### src/rtl/core/obr_pkg.sv
// shared types and constants for the offset addressed byte ring
// no dependencies

package obr_pkg;

  localparam int unsigned PtrW     = 10;
  localparam int unsigned Capacity = 1 << PtrW;
  localparam int unsigned DataW    = 8;

  typedef enum logic [1:0] {
    OpPush    = 2'd0,
    OpSet     = 2'd1,
    OpRead    = 2'd2,
    OpDiscard = 2'd3
  } op_e;

  typedef enum logic [1:0] {
    StOk    = 2'd0,
    StFull  = 2'd1,
    StRange = 2'd2
  } status_e;

  typedef struct packed {
    op_e              operation;
    logic [PtrW-1:0]  offset;
    logic [DataW-1:0] write_data;
    logic [PtrW-1:0]  discard_count;
    logic             request_last;
  } item_t;

  typedef struct packed {
    logic             we;
    logic             re;
    logic [PtrW-1:0]  addr;
    logic [DataW-1:0] wdata;
  } mem_req_t;

  typedef struct packed {
    logic            rd_hit;
    logic            at_end;
    logic            done;
    status_e         status;
    logic [PtrW-1:0] used_count;
    logic [PtrW-1:0] free_count;
  } res_t;

endpackage

### src/rtl/core/obr_ptr_ctrl.sv
// head and tail pointers, per-operation checks and store access
// depends on obr_pkg

module obr_ptr_ctrl
  import obr_pkg::*;
(
  input  logic     clk_i,
  input  logic     rst_ni,
  input  logic     advance_i,
  input  item_t    item_i,
  output mem_req_t mem_req_o,
  output res_t     res_o
);

  localparam logic [PtrW-1:0] MaxUsed = PtrW'(Capacity - 1);

  logic [PtrW-1:0] head_q, head_d;
  logic [PtrW-1:0] tail_q, tail_d;
  logic [PtrW-1:0] used;
  logic [PtrW-1:0] used_new;
  logic [PtrW-1:0] pos;
  logic            we;
  logic            re;
  logic            at_end;
  status_e         status;

  assign used = tail_q - head_q;
  assign pos  = head_q + item_i.offset;

  always_comb begin
    head_d = head_q;
    tail_d = tail_q;
    we     = 1'b0;
    re     = 1'b0;
    at_end = 1'b0;
    status = StOk;
    case (item_i.operation)
      OpPush: begin
        if (used == MaxUsed) begin
          status = StFull;
        end else begin
          we     = 1'b1;
          tail_d = tail_q + PtrW'(1);
        end
      end
      OpSet: begin
        // offset + 2 beyond capacity leaves no room with one slot kept free
        if (item_i.offset == MaxUsed) begin
          status = StFull;
        end else begin
          we = 1'b1;
          if (item_i.offset >= used) begin
            tail_d = pos + PtrW'(1);
          end
        end
      end
      OpRead: begin
        if (item_i.offset > used) begin
          status = StRange;
          at_end = 1'b1;
        end else if (item_i.offset == used) begin
          at_end = 1'b1;
        end else begin
          re     = 1'b1;
          at_end = (item_i.offset + PtrW'(1)) == used;
        end
      end
      OpDiscard: begin
        if (item_i.discard_count > used) begin
          status = StRange;
        end else begin
          head_d = head_q + item_i.discard_count;
        end
      end
      default: begin
        status = StOk;
      end
    endcase
  end

  assign used_new = tail_d - head_d;

  always_comb begin
    mem_req_o.we    = we & advance_i;
    mem_req_o.re    = re & advance_i;
    mem_req_o.addr  = (item_i.operation == OpPush) ? tail_q : pos;
    mem_req_o.wdata = item_i.write_data;
  end

  always_comb begin
    res_o.rd_hit     = re;
    res_o.at_end     = at_end;
    res_o.done       = item_i.request_last | at_end;
    res_o.status     = status;
    res_o.used_count = used_new;
    res_o.free_count = MaxUsed - used_new;
  end

  always_ff @(posedge clk_i or negedge rst_ni) begin
    if (!rst_ni) begin
      head_q <= '0;
      tail_q <= '0;
    end else if (advance_i) begin
      head_q <= head_d;
      tail_q <= tail_d;
    end
  end

endmodule

### config.mk
export PLATFORM = sky130hd
export DESIGN_NAME = obr_ptr_ctrl
export DESIGN_NICKNAME = d
export VERILOG_FILES = /design/src/rtl/core/obr_pkg.sv /design/src/rtl/core/obr_ptr_ctrl.sv
export SDC_FILE = /design/constraint.sdc
export NUM_CORES = 1
export LEC_CHECK = 0
export BUFFER_PORTS_ARGS = -buffer_cell sky130_fd_sc_hd__buf_2
export CORE_UTILIZATION = 53
export CTS_CLUSTER_SIZE = 10
export DETAILED_ROUTE_END_ITERATION = 6
export GPL_TIMING_DRIVEN = 0
export PLACE_DENSITY = 0.8
export SYNTH_ARGS = -nofsm -noshare
export SYNTH_HDL_FRONTEND = slang
export SYNTH_SLANG_ARGS = --single-unit
### constraint.sdc
create_clock -name clk_i -period 6.61 [get_ports clk_i]
set_input_delay 0.3305 -clock clk_i [delete_from_list [all_inputs] [get_ports clk_i]]
set_output_delay 0.3305 -clock clk_i [all_outputs]
set_load 0.005 [all_outputs]
* Yosys cells after proc, flatten, opt, wreduce, memory -nomap -nowiden
Index checks and enable logic that the tools add are counted.
** Storage, ports and cells
- Register bits after elaboration :: 20
- Input port bits :: 34
- Output and inout port bits :: 45
- Word-level logic and storage cells :: 45
** Cells by class
- $add $sub $neg :: 8
- $lt $le $gt $ge :: 3
- Equal/unequal tests :: 7
- Muxes and demuxes :: 21
- Bitwise logic cells :: 3
- Reductions and logical operators :: 1
** Operators with widths (number)
- $mux 10 :: 6
- $add 10x1->10 const B :: 3
- $add 10x10->10 :: 2
- $eq 10x10->1 :: 2
- $eq 10x10->1 const B :: 2
- $gt 10x10->1 :: 2
- $pmux 10 s2 :: 1
- $sub 10x10->10 :: 2
- $ge 10x10->1 :: 1
- $mux 1 :: 10
- $sub 10x10->10 const A :: 1
- $pmux 2 s4 :: 1
- $eq 2x2->1 const B :: 2
- $mux 2 :: 2
- $and 1x1->1 :: 2
- $eq 2x1->1 const B :: 1
- $logic_not 2->1 :: 1
- $pmux 1 s2 :: 1
- $or 1x1->1 :: 1

* Logic depth before layout (Yosys ltp)
Gate-level depths: netlist of run 1.
- Depth in word-level cells :: 7
- Depth in mapped cells :: 30
- Depth with buffers taken out :: 30

* Worst setup path after synthesis of run 1
OpenSTA, ideal clock, no wires.
- Path kind :: register to output
- From :: reg tail_q[0]
- To :: out res_o[19] (netlist bit)
- Data arrival time :: 5.965 ns
- Required time :: 6.279 ns
- Slack :: 0.315 ns
- Stages on the path, launching flop included :: 30
- Buffers on the path :: 0
- Cells stage by stage :: dfrtp_1 -> inv_1 -> ha_1 -> fa_1 -> nor2b_1 -> o21ai_0 -> nand2b_1 -> xor2_1 -> inv_1 -> ha_1 -> nand4_1 -> nor3_1 -> and2_1 -> o221a_2 -> o21bai_1 -> a21oi_2 -> and2_1 -> a22oi_1 -> o21ai_0 -> ha_1 -> nor2b_1 -> o21ai_0 -> a21boi_0 -> o21ai_0 -> a21oi_1 -> o21ai_0 -> or4b_2 -> o311ai_0 -> xnor2_1 -> xor2_1
** RTL lines
- start, declared :: RTL line obr_ptr_ctrl.sv:18 : logic [PtrW-1:0] tail_q, tail_d;
- start signal, assigned :: RTL line obr_ptr_ctrl.sv:105 : tail_q <= tail_d;
- end, declared :: RTL line obr_ptr_ctrl.sv:12 : output res_t res_o

==> results of run 1 <==
-- placed cells by master, fill, tap and decap left out, types with 4 or more instances in the layout --
cell type,count
and3_1,4
clkbuf_1,9
nand4_1,9
o21a_1,6
ha_4,7
nand2_1,39
ha_1,48
o21ai_2,6
nor2_1,49
nor2b_1,6
nand2b_1,15
o22ai_1,4
a211oi_1,5
mux2i_1,4
o31ai_1,4
xor2_1,19
a21o_1,11
a21oi_2,6
o21ai_0,27
dfrtp_2,6
dfrtp_1,14
xnor2_2,4
buf_2,71
xnor2_1,27
nor3_1,14
and2_1,5
mux2_2,17
inv_1,44
nand3_1,11
buf_4,40
o211ai_1,7
a21oi_1,39
-- routing by layer --
| layer | vias to the layer above | GRT usage, % | wire length (µm) |
|---|---|---|---|
| li1 | 2218 | - | - |
| met1 | 2166 | 39.7 | 5750 |
| met2 | 221 | 55.1 | 6480 |
| met3 | 36 | 4.31 | 1050 |
| met4 | 0 | 8.72 | 369 |
| met5 | - | 0 | 0 |
-- repair_timing --
| action | 4_1_cts | 5_1_grt |
|---|---|---|
| setup endpoints to repair | 10 | 4 |
| setup buffers | 17 | 13 |
| pin swaps | 13 | 18 |
| gates cloned | 0 | 0 |
| gates resized for setup | 34 | 27 |
-- cells by family after synthesis --
kind of cell,Yosys count
AOI/OAI and AO/OA,157
xor gates and xnor gates,52
adders and majority gates,60
buffers and inverters,71
DFF,20
muxes,21
and+or+nand+nor,184
-- registers in the layout, summed over array words and instances, names as in the netlist --
| register | count |
|---|---|
| tail_q | 10 |
| head_q | 10 |
-- final timing paths --
kind                             from   endpoint  slack [ns]  depth (start not counted)
min                            rst_ni  head_q[4]        0.04                          1
min in group clk_i         item_i[29]  tail_q[5]        0.46                          3
max                         head_q[3]  res_o[19]        0.18                         29
min reg2reg                 head_q[7]  head_q[7]        0.61                          1
max reg2reg                 head_q[0]  head_q[3]        2.39                         18
max in group asynchronous      rst_ni  tail_q[0]        6.17                          1
-- stage by stage --
stage / TNS, ns / hold WS (ns)
final: 0 / 0.0381
after global placement: -1.64 / 0.342
after detailed placement: -2.16 / 0.352
after floorplan: 0 / 0.0349
after global routing: -0.463 / 0.0791
after CTS: 0 / 0.0541
-- area by class of cell --
type,instances,area share (%)
Multi-Input combinational cell,474,70.4
Timing Repair Buffer,98,10.7
Sequential cell,20,9.58
Inverter,47,3.33
Buffer,24,2.83
Tap cell,102,2.41
Clock buffer,3,0.778
==> metrics.cfg, run 1 <==
[outcome]
run_status = complete, no violations

[routing]
routed_via_count = 4641
dr.pass1.iters = 5
drc = 0
wl_per_cell_um = 17.8
drt-vias-per-instance = 6.04
detail_route.wirelength_um = 13700
detailedRoute.firstIterationViolations = 295
final_antenna_net_count = 0

[grt]
globalRoute.totalOverflow = 0
grt_first_pass_wirelength_um = 21100
via_count_of_the_first_global_routing_pass = 4254
antenna_found_initial = 0
grt_usage_pct = 31.3
grt_max_degree = 21

[placement]
placed_area_um2 = 4780
place_hpwl_um = 10200
gpl.final_weighted_congestion = 0.938
pre_cts_ws_ns = -1.06
numPlacedInstances = 735
port_buffers = 68

[cells_and_area]
final-seq-area_um2 = 508
final_area_um2 = 5310
stdcell_count = 768
multi_input_comb_area_um2 = 3740
insertedDiodeCount = 0
p_r_area_growth_vs_syn_pct = 23.0
layout.filler_cells = 657
finish.net_count = 761
drive_above_1_share_pct = 30.5
final_core_util_pct = 67.9

[setup_path]
cpLargestDelayFamily = compound AO/OA/AOI/OAI gates
critical_path.endpoint_type = output pin
timing_worst_setup_path_type = flip-flop to output pin
critical_path.startpoint_type = flip-flop
cp_num_buf_inv = 3
arrival_time_at_the_worst_endpoint_ns = 6.10
cp_slowest_cell = or4b_4
cp_max_fo = 4
worst_ep_required_time_ns = 6.28
worst_path_largest_cell_delay_ns = 0.48
crit_top_cell = o21ai_2

[clock_network]
latest_clock_arrival_within_the_worst_skew_pair_ns = 0.27
ctsHtreeMaxLevel = 1
path_clk_slew_ns = 0.09
cts.sink_count = 20
clockRootBuffer = clkbuf_8
cts_inserted_buffers = 3
cts_tree = done
postCtsHoldBufs = 0
max-clock-path-buffers = 2

[synth]
postSynth.asyncResetShare_pct = 100
syn-cell-area_um2 = 4310
synth_seq_cells = 20
post_synth_top_area_cell = ha_1
ys_dominant_reg_cell = dfrtp_1
synth.cells.most_frequent = ha_1 (55), nor2_1 (51), inv_1 (47), a21oi_1 (41), nand2_1 (39)
synth_compound_area_share_pct = 24.1
postSynthAreaPerCell_um2 = 7.64
synth_warnings = 0
yosys.cell_count.top_type = ha_1
synth.distinct_cells = 73
synth-adder-area-share_pct = 18.0
synthSimpleGateAreaFrac_pct = 22.7
synth_top_family_by_area = compound AO/OA/AOI/OAI gates
synth_enable_flop_cells = 0
synthMuxAreaShare_pct = 5.37
synth_top_area_share_pct = 16.0
netlist_instances = 565
synthTopCellsByArea = ha_1 (16%), dfrtp_1 (12%), xnor2_1 (6.1%)
synth_xor_area_share_pct = 10.9
syn_nets = 658
synth_sequential_area_ratio_pct = 11.6

[sta]
min_period_over_period_pct = 97.4
clock-skew-final_ns = 0.00750
timing.final.crit_period_ns = 6.43
final-hold-violation-count = 0
fmaxAchievable_mhz = 155
setup_slack_ns = 0.175
slew_headroom_pct = 52.3
worst_pin_slew_ns = 0.706
setup_viol = 0
finalMaxSlewViolations = 0

[die]
start_util_pct = 55.3
die_w_um = 92.2
design.die.area_um2 = 8500
rows = 32
io_pins = 79
coreArea_um2 = 7810
die_h_um = 92.2

[hold_path]
min-delay-path-class = input pin to asynchronous set/reset pin

[flow_run]
cap_viol_max_count = 0

Power of run 1 is not shown: default switching activity piles up to over one toggle a cycle in this logic, so the estimate is an artifact.
==> run 2: changes to the inputs <==
--- a/config.mk
+++ b/config.mk
@@ -7,6 +7,7 @@
 export LEC_CHECK = 0
 export BUFFER_PORTS_ARGS = -buffer_cell sky130_fd_sc_hd__buf_2
 export CORE_UTILIZATION = 53
+export CTS_BUF_LIST = sky130_fd_sc_hd__clkbuf_4
 export CTS_CLUSTER_SIZE = 10
 export DETAILED_ROUTE_END_ITERATION = 6
 export GPL_TIMING_DRIVEN = 0
==> run 2 against run 1 <==
First-iteration DRC count grew 18%. Via count rose by 0.17%. Critical path depth is the same. Sequential cell count stayed put. Highest routed layer unchanged.
==> metrics.cfg, run 2 (same netlist as run 1, synthesis figures left out) <==
[cells_and_area]
most_frequent_standard_cell_in_the_layout_excluding_fill_and_tap_cells = buf_2
insertedDiodeCount = 0  ; unchanged
finish.net_count = 769  ; +1.1%
drive_above_1_share_pct = 32.5  ; +2.0 points
biggestRegsByFlops = head_q: 10 flops, tail_q: 10 flops
most_frequent_cells_in_the_layout = buf_2 (71), nor2_1 (49), ha_1 (47), buf_4 (47), inv_1 (42)
layout.filler_cells = 647  ; -1.5%
p_r_area_growth_vs_syn_pct = 25.3
final_core_util_pct = 69.2  ; +1.3 points

[routing]
routed_via_count = 4649  ; +0.17%
dr.pass1.iters = 6  ; +1
drc = 0  ; unchanged
final_antenna_net_count = 0  ; unchanged
drt-vias-per-instance = 5.99  ; -0.86%
detailedRoute.firstIterationViolations = 347  ; +18%
detail_route.wirelength_um = 13700  ; +0.66%
wl_per_cell_um = 17.7  ; -0.38%

[setup_path]
timing_worst_setup_path_type = flip-flop to output pin
arrival_time_at_the_worst_endpoint_ns = 6.10  ; about the same
crit_top_cell = o21ai_2
cp_max_fo = 5  ; +1
cp_slowest_cell = or4b_4
worst_ep_required_time_ns = 6.28  ; about the same
critical_path.startpoint_type = flip-flop
critical_path.endpoint_type = output pin
worst_path_largest_cell_delay_ns = 0.49  ; about the same

[grt]
globalRoute.totalOverflow = 0  ; unchanged
via_count_of_the_first_global_routing_pass = 4286  ; +0.75%
met1_usage_pct = 40.5  ; +0.79 points
antenna_found_initial = 0  ; unchanged
globalRouteMet3Util_pct = 4.06  ; -0.25 points
grt_first_pass_wirelength_um = 21200  ; +0.56%
globalRouteMet2Util_pct = 54.2  ; -0.93 points
grt_usage_pct = 31.6  ; +0.26 points
grt_max_degree = 21  ; unchanged
grt.busiest_layer = met2

[die]
start_util_pct = 55.3  ; unchanged
design.die.area_um2 = 8500  ; unchanged
io_pins = 79  ; unchanged
coreArea_um2 = 7810  ; unchanged
die_h_um = 92.2  ; unchanged
die_w_um = 92.2  ; unchanged
rows = 32  ; unchanged

[sta]
worst_pin_slew_ns = 0.719  ; +0.0125 ns
setup_slack_ns = 0.178  ; +0.00302 ns
timing.final.crit_period_ns = 6.43  ; -0.00302 ns
final-hold-violation-count = 0  ; unchanged
finalMaxSlewViolations = 0  ; unchanged
fmaxAchievable_mhz = 155  ; about the same
slew_headroom_pct = 51.5  ; -0.85 points
min_period_over_period_pct = 97.3  ; about the same
clock-skew-final_ns = 0.00683  ; -0.000673 ns
setup_viol = 0  ; unchanged

[clock_network]
max-clock-path-buffers = 2  ; unchanged
clockRootBuffer = clkbuf_4
path_clk_slew_ns = 0.15  ; +0.06 ns
cts.sink_count = 20  ; unchanged
cts_tree = done
latest_clock_arrival_within_the_worst_skew_pair_ns = 0.33  ; +0.06 ns
cts_inserted_buffers = 3  ; unchanged
ctsHtreeMaxLevel = 1  ; unchanged

[placement]
place_hpwl_um = 10200  ; unchanged
pre_cts_ws_ns = -1.06  ; unchanged
gpl.final_weighted_congestion = 0.938  ; unchanged
port_buffers = 68  ; unchanged

[hold_path]
min-delay-path-class = input pin to flip-flop

[flow_run]
cap_viol_max_count = 0  ; unchanged

[outcome]
run_status = complete, no violations

-- run 2: final timing paths --
| kind | depth (start not counted) | to | slack [ns] | start |
|---|---|---|---|---|
| setup / recovery | 29 | res_o[9] | 0.18 | head_q[3] |
| hold / removal | 3 | tail_q[5] | 0.39 | item_i[29] |
| setup reg to reg | 19 | head_q[3] | 2.39 | head_q[3] |
| hold reg to reg | 1 | head_q[7] | 0.63 | head_q[7] |
| max in group asynchronous | 2 | tail_q[2] | 5.71 | rst_ni |
| min in group asynchronous | 2 | head_q[4] | 0.50 | rst_ni |
-- run 2: timing repair --
action,4_1_cts,5_1_grt
setup buffers,22,15
endpoints found under the hold margin,20,0
endpoints found under the setup margin,10,5
hold buffers,1,0
pin swaps,16,28
resized for setup,38,38
-- run 2: worst max-delay path: cells and delay by family (launching register included) --
family | cells | cell delay, ns
AND/OR/NAND/NOR | 6 | 1.35
XOR/XNOR | 3 | 0.44
adder cells (fa/ha/maj) | 3 | 0.92
AO/OA/AOI/OAI | 14 | 2.21
flip-flops | 1 | 0.41
buffers and inverters | 3 | 0.41
-- run 2: routing by layer --
| layer | part of all wire, % | wire length, µm |
|---|---|---|
| met5 | 0 | 0 |
| met2 | 48 | 6570 |
| met4 | 3.3 | 457 |
| met1 | 43 | 5840 |
| met3 | 6.3 | 865 |
-- run 2: area by class of cell --
type | count | area [µm²] | area share (%)
Timing Repair Buffer | 106 | 628 | 11.6
Multi-Input combinational cell | 474 | 3790 | 70.1
Tap cell | 102 | 128 | 2.36
Buffer | 24 | 150 | 2.78
Sequential cell | 20 | 508 | 9.40
Clock buffer | 3 | 22.5 | 0.417
Inverter | 47 | 179 | 3.31
-- run 2: metrics by stage --
step | hold slack (ns) | std cells | TNS, ns | cell area (µm²)
after floorplan | 0.0349 | 565 | 0 | 4310
after global placement | 0.342 | 735 | -1.64 | 4780
after detailed placement | 0.352 | 735 | -2.16 | 4780
after CTS | 0.374 | 761 | 0 | 5100
after global routing | 0.407 | 776 | -0.307 | 5410
final | 0.390 | 776 | 0 | 5410
Power of run 2 is left out for the same reason.
==> run 3: changes to the inputs <==
==> constraint.sdc (replaced) <==
create_clock -name clk_i -period 5.35 [get_ports clk_i]
set_input_delay 0.2675 -clock clk_i [delete_from_list [all_inputs] [get_ports clk_i]]
set_output_delay 0.2675 -clock clk_i [all_outputs]
set_load 0.005 [all_outputs]
==> run 3 against run 2 <==
The run now ends with negative setup slack left. Final cell count increased by 3.4%. Routed wire length increased by 6.7%. Critical path type unchanged. Critical endpoint is now res_o[19]. Highest routed layer unchanged. Global-route usage increased by 2.9 points.
==> metrics.cfg, run 3 (same netlist as run 1, synthesis figures left out) <==
[cells_and_area]
finish.net_count = 795  ; +3.4%
most_frequent_standard_cell_in_the_layout_excluding_fill_and_tap_cells = buf_4
p_r_area_growth_vs_syn_pct = 30.7
insertedDiodeCount = 0  ; unchanged
multi_input_comb_area_um2 = 3830  ; +0.96%
layout.filler_cells = 621  ; -4.0%
biggestRegsByFlops = head_q: 10 flops, tail_q: 10 flops
most_frequent_cells_in_the_layout = buf_4 (72), buf_2 (71), ha_1 (48)
final-seq-area_um2 = 508  ; unchanged
drive_above_1_share_pct = 35.9  ; +3.4 points
stdcell_count = 802  ; +3.4%

[grt]
antenna_found_initial = 0  ; unchanged
globalRouteMet3Util_pct = 5.56  ; +1.5 points
via_count_of_the_first_global_routing_pass = 4668  ; +8.9%
grt_max_degree = 21  ; unchanged
globalRoute.totalOverflow = 0  ; unchanged
grt.busiest_layer = met2
met1_usage_pct = 41.7  ; +1.2 points
grt_usage_pct = 34.5  ; +2.9 points
globalRouteMet2Util_pct = 60.3  ; +6.2 points
grt_first_pass_wirelength_um = 22900  ; +8.2%

[sta]
grt_setup_unrepaired = true
timing.final.crit_period_ns = 6.42
clock-skew-final_ns = 0.0181  ; +0.0113 ns
slew_headroom_pct = 53.4  ; +2.0 points
final-hold-violation-count = 0  ; unchanged
setup_viol = 16  ; +16
finalMaxSlewViolations = 0  ; unchanged
fmaxAchievable_mhz = 156
setup_slack_ns = -1.07  ; -1.24 ns
worst_pin_slew_ns = 0.689  ; -0.0299 ns
min_period_over_period_pct = 120

[die]
rows = 32  ; unchanged
start_util_pct = 55.3  ; unchanged
io_pins = 79  ; unchanged
die_h_um = 92.2  ; unchanged
design.die.area_um2 = 8500  ; unchanged
die_w_um = 92.2  ; unchanged
coreArea_um2 = 7810  ; unchanged

[setup_path]
cp_max_fo = 4  ; -1
cp_slowest_cell = or4b_4
critical_path.endpoint_type = output pin
cpLargestDelayFamily = compound AO/OA/AOI/OAI gates
worst_path_largest_cell_delay_ns = 0.49  ; about the same
crit_top_cell = o21ai_2
arrival_time_at_the_worst_endpoint_ns = 6.15  ; +0.05 ns
cp_num_buf_inv = 2  ; -1
critical_path.startpoint_type = flip-flop
timing_worst_setup_path_type = flip-flop to output pin
worst_ep_required_time_ns = 5.08  ; -1.20 ns

[clock_network]
ctsHtreeMaxLevel = 1  ; unchanged
cts_tree = done
clockRootBuffer = clkbuf_4
latest_clock_arrival_within_the_worst_skew_pair_ns = 0.35  ; +0.02 ns
cts_inserted_buffers = 3  ; unchanged
path_clk_slew_ns = 0.17  ; +0.02 ns
cts.sink_count = 20  ; unchanged
max-clock-path-buffers = 2  ; unchanged

[placement]
gpl.final_weighted_congestion = 0.934  ; -0.52%
place_hpwl_um = 10400  ; +2.7%
port_buffers = 68  ; unchanged
numPlacedInstances = 735  ; unchanged

[routing]
drc = 0  ; unchanged
drt-vias-per-instance = 6.10  ; +1.8%
detailedRoute.firstIterationViolations = 366  ; +5.5%
final_antenna_net_count = 0  ; unchanged
detail_route.wirelength_um = 14700  ; +6.7%
routed_via_count = 4892  ; +5.2%
dr.pass1.iters = 5  ; -1
wl_per_cell_um = 18.3  ; +3.3%

[outcome]
failed_checks = negative setup slack
run_status = complete, but fails checks

[hold_path]
min-delay-path-class = input pin to flip-flop

[flow_run]
cap_viol_max_count = 0  ; unchanged

run 3: cell count changes in the layout (fill, tap and decap cells not counted), sizes merged:
cell and change:
buf +26
run 3: layout make-up:
class / instances / share of cell area (%)
tap: 102 / 2.26
multi-input combinational: 474 / 67.8
inverter: 47 / 3.17
clock buffer: 3 / 0.399
buffer: 24 / 2.60
timing repair buffer: 132 / 14.7
sequential: 20 / 9.01
run 3: routing by layer:
layer,up-vias,part of all wire [%]
met3,58,7.5
met2,239,48
met4,0,4.2
li1,2299,-
met5,-,0
met1,2296,40
run 3: final timing paths:
kind / from / to / slack, ns / cells past startpoint
worst max register to register: tail_q[0] / head_q[3] / 1.28 / 20
worst min-delay path: item_i[29] / tail_q[5] / 0.31 / 3
worst min register to register: head_q[8] / head_q[8] / 0.63 / 1
min in group asynchronous: rst_ni / head_q[7] / 0.44 / 2
max in group asynchronous: rst_ni / tail_q[3] / 4.46 / 2
worst max-delay path: head_q[4] / res_o[19] / -1.07 / 29
run 3: worst register-to-register path: cells and delay by family (launching register included):
kind | cells | cell delay [ns]
AO/OA/AOI/OAI | 6 | 0.89
buffers and inverters | 5 | 0.53
flip-flops | 1 | 0.42
XOR/XNOR | 1 | 0.20
adder cells (fa/ha/maj) | 4 | 1.12
AND/OR/NAND/NOR | 3 | 0.47
multiplexers | 1 | 0.35
run 3: timing repair:
action	CTS	global route
gates resized for setup	44	21
pin swaps	32	30
hold buffers	1	0
endpoints found under the setup margin	18	18
buffers inserted	46	18
hold endpoints to repair	20	0
run 3: metrics by stage:
step                hold slack, ns  worst slack, ns  utilization, %  TNS, ns  cell area (µm²)
floorplan                  -0.0281           -0.401               -   -0.771             4380
global placement             0.279            -1.20            62.0    -6.07             4840
detailed placement           0.288            -1.38            62.0    -7.78             4840
CTS                          0.313            -1.05            69.3    -5.72             5410
global route                 0.331            -1.38            72.2   -11.96             5640
finish                       0.305            -1.07            72.2    -7.61             5640
Power of run 3 is left out for the same reason.
